File: config.mk
export PLATFORM = sky130hd
export DESIGN_NAME = telnet_iac_and_control_filter_top_flat
export DESIGN_NICKNAME = d
export VERILOG_FILES = /design/src/rtl/core/tiacf_pkg.sv /design/src/rtl/core/tiacf_if.sv /design/src/rtl/core/tiacf_filter.sv /design/src/rtl/core/tiacf_outbuf.sv /design/src/rtl/core/telnet_iac_and_control_filter_top.sv /design/src/flat_wrapper.sv
export SDC_FILE = /design/constraint.sdc
export NUM_CORES = 1
export LEC_CHECK = 0
export ABC_AREA = 1
export BUFFER_PORTS_ARGS = -buffer_cell sky130_fd_sc_hd__buf_2
export CAP_MARGIN = 10
export CELL_PAD_IN_SITES_DETAIL_PLACEMENT = 0
export CELL_PAD_IN_SITES_GLOBAL_PLACEMENT = 1
export CORE_MARGIN = 2
export CORE_UTILIZATION = 35
export CTS_BUF_LIST = sky130_fd_sc_hd__clkbuf_16
export DETAILED_ROUTE_END_ITERATION = 12
export PLACE_DENSITY_LB_ADDON = 0.2
export REMOVE_ABC_BUFFERS = 1
export SETUP_SLACK_MARGIN = 0.4
export SYNTH_ARGS = -nofsm -noshare
export SYNTH_HDL_FRONTEND = slang
export SYNTH_SLANG_ARGS = --single-unit
File: constraint.sdc
create_clock -name i_clk -period 4.14 [get_ports i_clk]
set_input_delay 0.621 -clock i_clk [delete_from_list [all_inputs] [get_ports i_clk]]
set_output_delay 0.621 -clock i_clk [all_outputs]
set_load 0.01 [all_outputs]
File: src/rtl/core/tiacf_pkg.sv
// ============================================================================
// tiacf_pkg
// Shared types and byte codes for the telnet command and control-byte filter.
// ============================================================================
package tiacf_pkg;

    localparam int unsigned BYTE_W = 8;
    // room for the two results a single byte can cause
    localparam int unsigned OB_DEPTH = 2;

    localparam logic [BYTE_W-1:0] C_IAC       = 8'd255;
    localparam logic [BYTE_W-1:0] C_ESC       = 8'd27;
    localparam logic [BYTE_W-1:0] C_BRACKET   = 8'd91;
    localparam logic [BYTE_W-1:0] C_LF        = 8'd10;
    localparam logic [BYTE_W-1:0] C_CR        = 8'd13;
    localparam logic [BYTE_W-1:0] C_CTRL_LIM  = 8'd32;
    localparam logic [BYTE_W-1:0] C_CMD_LO    = 8'd240;
    localparam logic [BYTE_W-1:0] C_CMD_HI    = 8'd250;
    localparam logic [BYTE_W-1:0] C_VERB_LO   = 8'd251;
    localparam logic [BYTE_W-1:0] C_VERB_HI   = 8'd254;

    // telnet sequence phase
    typedef enum logic [2:0] {
        PH_DATA   = 3'b001,
        PH_IAC    = 3'b010,
        PH_OPTION = 3'b100
    } t_phase;

    // results decoded for one request
    typedef struct packed {
        logic [1:0]        cnt;
        logic [BYTE_W-1:0] byte0;
        logic [BYTE_W-1:0] byte1;
    } t_filt_res;

    // result buffer status towards the filter
    typedef struct packed {
        logic [1:0] free;
    } t_ob_stat;

endpackage

File: src/rtl/core/tiacf_if.sv
// ============================================================================
// tiacf_if
// Valid/ready channels for raw input bytes and filtered result bytes.
// ============================================================================
interface tiacf_in_if;
    logic       valid;
    logic       ready;
    logic [7:0] in_byte;
    logic       chunk_end;

    modport source (output valid, output in_byte, output chunk_end, input ready);
    modport sink   (input valid, input in_byte, input chunk_end, output ready);
endinterface

interface tiacf_out_if;
    logic       valid;
    logic       ready;
    logic [7:0] out_byte;
    logic       run_last;

    modport source (output valid, output out_byte, output run_last, input ready);
    modport sink   (input valid, input out_byte, input run_last, output ready);
endinterface

File: src/rtl/core/tiacf_filter.sv
// ============================================================================
// tiacf_filter
// Telnet phase and ESC-hold state with the per-byte decode.
// ============================================================================
module tiacf_filter (
    input  logic                    i_clk,
    input  logic                    i_rst_n,
    input  logic                    i_valid,
    input  logic [7:0]              i_byte,
    input  logic                    i_last,
    input  tiacf_pkg::t_ob_stat     i_stat,
    output logic                    o_fire,
    output tiacf_pkg::t_filt_res    o_res
);
    import tiacf_pkg::*;

    t_phase r_phase, n_phase;
    logic   r_esc, n_esc;

    always_comb begin
        logic pre_esc;
        logic is_ctrl;
        o_res   = '0;
        n_phase = PH_DATA;
        n_esc   = 1'b0;
        pre_esc = 1'b0;
        is_ctrl = (i_byte < C_CTRL_LIM) && (i_byte != C_LF) && (i_byte != C_CR);

        case (r_phase)
            PH_OPTION: begin
                // option byte: drop whatever it is
                n_phase = PH_DATA;
            end
            PH_IAC: begin
                if (i_byte == C_IAC) begin
                    o_res.cnt   = 2'd1;
                    o_res.byte0 = C_IAC;
                end else if (i_byte inside {[C_CMD_LO:C_CMD_HI]}) begin
                    n_phase = PH_DATA;
                end else if (i_byte inside {[C_VERB_LO:C_VERB_HI]}) begin
                    n_phase = PH_OPTION;
                end else if (is_ctrl) begin
                    n_esc = (i_byte == C_ESC) && !i_last;
                end else begin
                    o_res.cnt   = 2'd1;
                    o_res.byte0 = i_byte;
                end
            end
            default: begin
                // held ESC survives only when '[' follows
                pre_esc = r_esc && (i_byte == C_BRACKET);
                if (i_byte == C_IAC) begin
                    n_phase = PH_IAC;
                end else if (is_ctrl) begin
                    n_esc = (i_byte == C_ESC) && !i_last;
                end else if (pre_esc) begin
                    o_res.cnt   = 2'd2;
                    o_res.byte0 = C_ESC;
                    o_res.byte1 = i_byte;
                end else begin
                    o_res.cnt   = 2'd1;
                    o_res.byte0 = i_byte;
                end
            end
        endcase
    end

    assign o_fire = i_valid && (o_res.cnt <= i_stat.free);

    always_ff @(posedge i_clk) begin
        if (!i_rst_n) begin
            r_phase <= PH_DATA;
            r_esc   <= 1'b0;
        end else if (o_fire) begin
            r_phase <= n_phase;
            r_esc   <= n_esc;
        end
    end

endmodule

File: src/rtl/core/tiacf_outbuf.sv
// ============================================================================
// tiacf_outbuf
// Two-entry result buffer: takes up to two results, pops one a cycle on ready.
// ============================================================================
module tiacf_outbuf (
    input  logic                    i_clk,
    input  logic                    i_rst_n,
    input  logic                    i_push,
    input  tiacf_pkg::t_filt_res    i_res,
    output tiacf_pkg::t_ob_stat     o_stat,
    tiacf_out_if.source             o_out
);
    import tiacf_pkg::*;

    logic [BYTE_W-1:0] r_byte [OB_DEPTH];
    logic              r_last [OB_DEPTH];
    logic [1:0]        r_cnt;

    logic [BYTE_W-1:0] n_byte [OB_DEPTH];
    logic              n_last [OB_DEPTH];
    logic [1:0]        n_cnt;
    logic              pop;
    logic [1:0]        keep_cnt;
    logic [1:0]        push_cnt;

    assign pop         = (r_cnt != 2'd0) && o_out.ready;
    assign o_out.valid    = (r_cnt != 2'd0);
    assign o_out.out_byte = r_byte[0];
    assign o_out.run_last = r_last[0];

    assign keep_cnt    = r_cnt - {1'b0, pop};
    assign o_stat.free = 2'd2 - keep_cnt;
    assign push_cnt    = i_push ? i_res.cnt : 2'd0;
    assign n_cnt       = keep_cnt + push_cnt;

    always_comb begin
        logic [1:0] j;
        for (int i = 0; i < OB_DEPTH; i++) begin
            j = 2'(i) - keep_cnt;
            if (2'(i) < keep_cnt) begin
                // advance surviving entries
                n_byte[i] = pop ? r_byte[1] : r_byte[i];
                n_last[i] = pop ? r_last[1] : r_last[i];
            end else if (j == 2'd0) begin
                n_byte[i] = i_res.byte0;
                n_last[i] = (i_res.cnt == 2'd1);
            end else begin
                n_byte[i] = i_res.byte1;
                n_last[i] = 1'b1;
            end
        end
    end

    always_ff @(posedge i_clk) begin
        if (!i_rst_n) begin
            r_cnt <= 2'd0;
        end else begin
            r_cnt <= n_cnt;
        end
    end

    always_ff @(posedge i_clk) begin
        for (int i = 0; i < OB_DEPTH; i++) begin
            r_byte[i] <= n_byte[i];
            r_last[i] <= n_last[i];
        end
    end

endmodule

File: src/rtl/core/telnet_iac_and_control_filter_top.sv
// ============================================================================
// telnet_iac_and_control_filter_top
// Strips telnet commands and stray control bytes from a server byte stream.
// ============================================================================
// Usage:
//   i_in  : raw server bytes, one request per byte, with chunk_end set on the
//           last byte of a received chunk.
//   o_out : filtered bytes; run_last marks the final result a byte caused.
//           A byte causes zero, one or two results (ESC followed by '['
//           gives two).
//   Path: a byte is held in the input register, decoded once the result
//   buffer has room for its results, and registered into that buffer,
//   from which o_out presents its first result.
//   Throughput: one byte per cycle while the receiver takes one result per
//   cycle; the single output port hands out a two-result byte one at a time.
//   The two-entry result buffer sets how far decode can run ahead of o_out.
//   Reset: synchronous, active low; the phase returns to plain data, no ESC
//   is held and the result buffer empties.
//   Stall: when o_out.ready is low the buffer fills, decode holds the byte in
//   the input register, and i_in.ready drops once that register is occupied.
// ============================================================================
module telnet_iac_and_control_filter_top (
    input  logic        i_clk,
    input  logic        i_rst_n,
    tiacf_in_if.sink    i_in,
    tiacf_out_if.source o_out
);
    import tiacf_pkg::*;

    // input register
    logic              r_in_valid, n_in_valid;
    logic [BYTE_W-1:0] r_in_byte;
    logic              r_in_last;

    logic       fire;
    logic       accept;
    t_filt_res  res;
    t_ob_stat   stat;

    // take a new request whenever the held one is empty or leaves now
    assign i_in.ready = !r_in_valid || fire;
    assign accept     = i_in.valid && i_in.ready;
    assign n_in_valid = accept || (r_in_valid && !fire);

    always_ff @(posedge i_clk) begin
        if (!i_rst_n) begin
            r_in_valid <= 1'b0;
        end else begin
            r_in_valid <= n_in_valid;
        end
    end

    always_ff @(posedge i_clk) begin
        if (accept) begin
            r_in_byte <= i_in.in_byte;
            r_in_last <= i_in.chunk_end;
        end
    end

    // decode: fires only when the buffer has room for every result
    tiacf_filter u_filter (
        .i_clk   (i_clk),
        .i_rst_n (i_rst_n),
        .i_valid (r_in_valid),
        .i_byte  (r_in_byte),
        .i_last  (r_in_last),
        .i_stat  (stat),
        .o_fire  (fire),
        .o_res   (res)
    );

    // result buffer towards the parser
    tiacf_outbuf u_outbuf (
        .i_clk   (i_clk),
        .i_rst_n (i_rst_n),
        .i_push  (fire),
        .i_res   (res),
        .o_stat  (stat),
        .o_out   (o_out)
    );

    // a decoded byte never overflows the result buffer
    a_no_overflow : assert property (@(posedge i_clk) disable iff (!i_rst_n)
        fire |-> (res.cnt <= stat.free))
        else $error("result buffer overflow");

    // a held request is kept until decode takes it
    a_hold_request : assert property (@(posedge i_clk) disable iff (!i_rst_n)
        (r_in_valid && !fire) |=> r_in_valid)
        else $error("held request lost");

    // decoded results show up on the output in the next cycle
    a_result_shown : assert property (@(posedge i_clk) disable iff (!i_rst_n)
        (fire && (res.cnt != 2'd0)) |=> o_out.valid)
        else $error("decoded result not presented");

endmodule

File: src/flat_wrapper.sv
// flat-port wrapper written by rule: the top's interface ports become plain ports
module telnet_iac_and_control_filter_top_flat import tiacf_pkg::*;
  (i_clk, i_rst_n, i_in_valid, i_in_in_byte, i_in_chunk_end, i_in_ready, o_out_valid, o_out_out_byte, o_out_run_last, o_out_ready);
  tiacf_in_if i_in_i ();
  tiacf_out_if o_out_i ();
  input  logic i_clk;
  input  logic i_rst_n;
  input wire logic [$bits(i_in_i.valid)-1:0] i_in_valid;
  input wire logic [$bits(i_in_i.in_byte)-1:0] i_in_in_byte;
  input wire logic [$bits(i_in_i.chunk_end)-1:0] i_in_chunk_end;
  output wire logic [$bits(i_in_i.ready)-1:0] i_in_ready;
  output wire logic [$bits(o_out_i.valid)-1:0] o_out_valid;
  output wire logic [$bits(o_out_i.out_byte)-1:0] o_out_out_byte;
  output wire logic [$bits(o_out_i.run_last)-1:0] o_out_run_last;
  input wire logic [$bits(o_out_i.ready)-1:0] o_out_ready;
  assign i_in_i.valid = i_in_valid;
  assign i_in_i.in_byte = i_in_in_byte;
  assign i_in_i.chunk_end = i_in_chunk_end;
  assign i_in_ready = i_in_i.ready;
  assign o_out_valid = o_out_i.valid;
  assign o_out_out_byte = o_out_i.out_byte;
  assign o_out_run_last = o_out_i.run_last;
  assign o_out_i.ready = o_out_ready;
  telnet_iac_and_control_filter_top u_core (.i_clk(i_clk), .i_rst_n(i_rst_n), .i_in(i_in_i), .o_out(o_out_i));
endmodule
==> flow_summary_export.csv <==
group,metric,value,unit
layout,area_growth,16.6,%
floorplanning,rows,26,
detailed_routing,wire_per_inst,11.0,um
floorplanning,die_h,77.7,um
clock_tree,clock_latency,0.28,ns
detailed_routing,vias,1323,
detailed_routing,drt_wl_total,3320,um
clock_tree,tritoncts,"built",
grt,antenna_found_initial,0,
synth,ys_seq_elements,34,
detailed_routing,drt_iter0_markers,61,
pwr,switching_share,0.362,
clock_tree,cts_setup_buffers,0,
layout,most-common-layout-cells,"nand2_1 (53), edfxtp_1 (27), buf_2 (23)",
timing,min_period_over_period,0.774,
flow_run,cap_viol_max_count,0,
floorplanning,die_x,77.7,um
setup_path,endpoint_kind,"primary output",
timing,setup_viol_count_final,0,
pwr,power.total,1.59,mW
place,portBuffers,23,
clock_tree,cts_max_level,2,
timing,setup_tns,0,ns
setup_path,required,3.52,ns
setup_path,path_class,"flip-flop to primary output",
pwr,power_density,718,nW/um^2
synth,ys_seq_area_frac,0.500,
detailed_routing,ant_nets,0,
clock_tree,cts_resized,0,
setup_path,path_max_fanout,13,
pwr,power_frac_clock,0.258,
detailed_routing,first_pass_iters,4,
grt,grt_overflow,0,
place,gp_congestion,0.784,
clock_tree,clkTransAtPathRegs,0.05,ns
place,hpwlAfterDp,2600,um
timing,clock_skew,0.00494,ns
timing,slew_headroom,0.756,
timing,slew_viol_final,0,
clock_tree,clock-sinks,34,
synth,yosysTopAreaCell,"edfxtp_1",
timing,min_period,3.21,ns
layout,layout_commonest_cell,"nand2_1",
outcome,status,"finished clean",
grt,grt_start_max_net_pins,14,
timing,fmax,312,MHz
setup_path,start_kind,"flip-flop",
pwr,power_frac_seq,0.366,
pwr,peakVddDrop,0.000241,V
synth,ys_warn_count,0,
timing,rsz0062_at_grt,"false",
detailed_routing,avgViaCountPerCell,4.37,
grt,grt_first_pass_wirelength,5700,um
layout,drive_above_1_share,0.240,
synth,synth_top_cell_area_share,0.426,
timing,hold_viol_final,0,
pwr,leakage,1.04,nW
synth,avgSynthCellArea,9.11,sq um
setup_path,cp.arrival,2.59,ns
clock_tree,cts_buffer_depth,2,
worst_hold_path,hold_path_class,"input pin to flip-flop",
place,dpl_cell_area,2050,sq um
synth,postSynthCellCount,209,
clock_tree,cts_made_buffers,5,
setup_path,path_cells,"or2_2 -> nand2_1 -> inv_1 -> ha_1 -> xnor2_1 -> buf_4 -> ha_1 -> ha_1 -> inv_1 -> o21bai_1 -> nand3_1 -> buf_2",
grt,grt_use_total,0.122,
clock_tree,root_buffer,"clkbuf_16",
pwr,power.switching,578,uW
layout,antenna_cells,0,
pwr,intPower,1.02,mW
detailed_routing,drc,0,
setup_path,slowest_stage,"dfxtp_1",
synth,ys_top_cells_by_area,"edfxtp_1 (43%), nand2_1 (10%), dfxtp_1 (7.4%)",
setup_path,crit_top_cell,"ha_1",
floorplanning,die_area,6040,sq um
grt,grt_pass1_vias,1262,
timing,worst_slew_pin_slew,0.366,ns
setup_path,critPathMaxStageDelay,0.31,ns
floorplanning,io_pins,24,
synth,yosysUniqueCellTypes,29,
clock_tree,hold_buffers,0,
floorplanning,core-area,5170,sq um
synth,syn-cell-area,1900,sq um
layout,design_area,2220,sq um
layout,nets,252,
floorplanning,initial_utilization,0.368,
pwr,pwr-share-comb,0.377,
## layer usage
layer / track usage / wire length, um
met5: 0 / 0
met4: 0.0482 / 53
met3: 0.0349 / 156
met2: 0.197 / 1520
met1: 0.153 / 1590
## area by class of cell
| cell class | instances | area, sq um |
|---|---|---|
| inverters | 27 | 101 |
| flip-flops and latches | 34 | 951 |
| well taps | 70 | 87.6 |
| repair buffers | 24 | 123 |
| clock buffers | 5 | 125 |
| multi-input cells | 140 | 791 |
| clock inverters | 3 | 40.0 |
| fillers | 524 | 2950 |
## power by group through the flow
stage	logic, mW	registers, mW	clock network [mW]
finish	0.600	0.583	0.410
global route	0.691	0.597	0.435
CTS	0.608	0.583	0.418
detailed placement	0.604	0.589	0
global placement	0.603	0.590	0
floorplan	0.423	0.605	0
## worst paths after layout
| check | startpoint | to | slack (ns) | cells after the start |
|---|---|---|---|---|
| worst max register to register | u_core.u_outbuf.r_cnt[1] | u_core.u_outbuf.r_cnt[1] | 1.19 | 18 |
| worst min register to register | u_core.u_filter.r_phase[0] | u_core.u_filter.r_phase[0] | 0.52 | 2 |
| worst min-delay path | i_in_in_byte[5] | u_core.r_in_byte[5] | 0.52 | 1 |
| worst max-delay path | u_core.u_outbuf.r_cnt[1] | i_in_ready | 0.93 | 12 |
## state kept, by name, summed over array words and instances (netlist names)
register and cells:
u_core.u_filter.r_esc 1, u_core.u_outbuf.r_byte 16, u_core.r_in_valid 1, u_core.u_outbuf.r_last 2, u_core.u_filter.r_phase 3, u_core.u_outbuf.r_cnt 2, u_core.r_in_byte 8, u_core.r_in_last 1
## stage by stage
stage / cells / hold slack [ns] / util / worst slack (ns)
2_1_floorplan: 201 / 0.481 / - / 0.768
3_3_place_gp: 295 / 0.507 / 0.397 / 1.12
3_5_place_dp: 295 / 0.503 / 0.397 / 1.05
4_1_cts: 303 / 0.510 / 0.429 / 0.898
5_1_grt: 303 / 0.506 / 0.429 / 0.700
6_report: 303 / 0.515 / 0.429 / 0.934
## synth_stat cells, drive strengths merged
| cell | number |
|---|---|
| clkinv | 1 |
| nand3 | 21 |
| nand3b | 1 |
| a21boi | 1 |
| nor4 | 1 |
| a22oi | 5 |
| o21ai | 7 |
| nand2 | 64 |
| edfxtp | 27 |
| or2 | 2 |
| o21bai | 1 |
| inv | 26 |
| buf | 8 |
| dfxtp | 7 |
| nor2 | 18 |
| ha | 7 |
| xnor2 | 2 |
| nor3 | 2 |
| nand4 | 3 |
| a21oi | 5 |
## worst max-delay path: cells and delay by family (launching register included)
family	cells	cell delay [ns]
compound gates	1	0.16
simple gates	3	0.51
fa+ha+maj	3	0.74
flops	1	0.31
xor+xnor	1	0.13
buf+inv	4	0.46
## cells by family (layout without fill, tap and decap cells)
logic type / Yosys count / count (layout) / share of synthesized area
AND/OR/NAND/NOR: 112 / 112 / 0.295
buffers and inverters: 35 / 59 / 0.0848
flip-flops: 34 / 34 / 0.500
AO/OA/AOI/OAI: 19 / 19 / 0.0651
adder cells (fa/ha/maj): 7 / 7 / 0.0460
XOR/XNOR: 2 / 2 / 0.00921
Power figures use the tool's default switching activity.
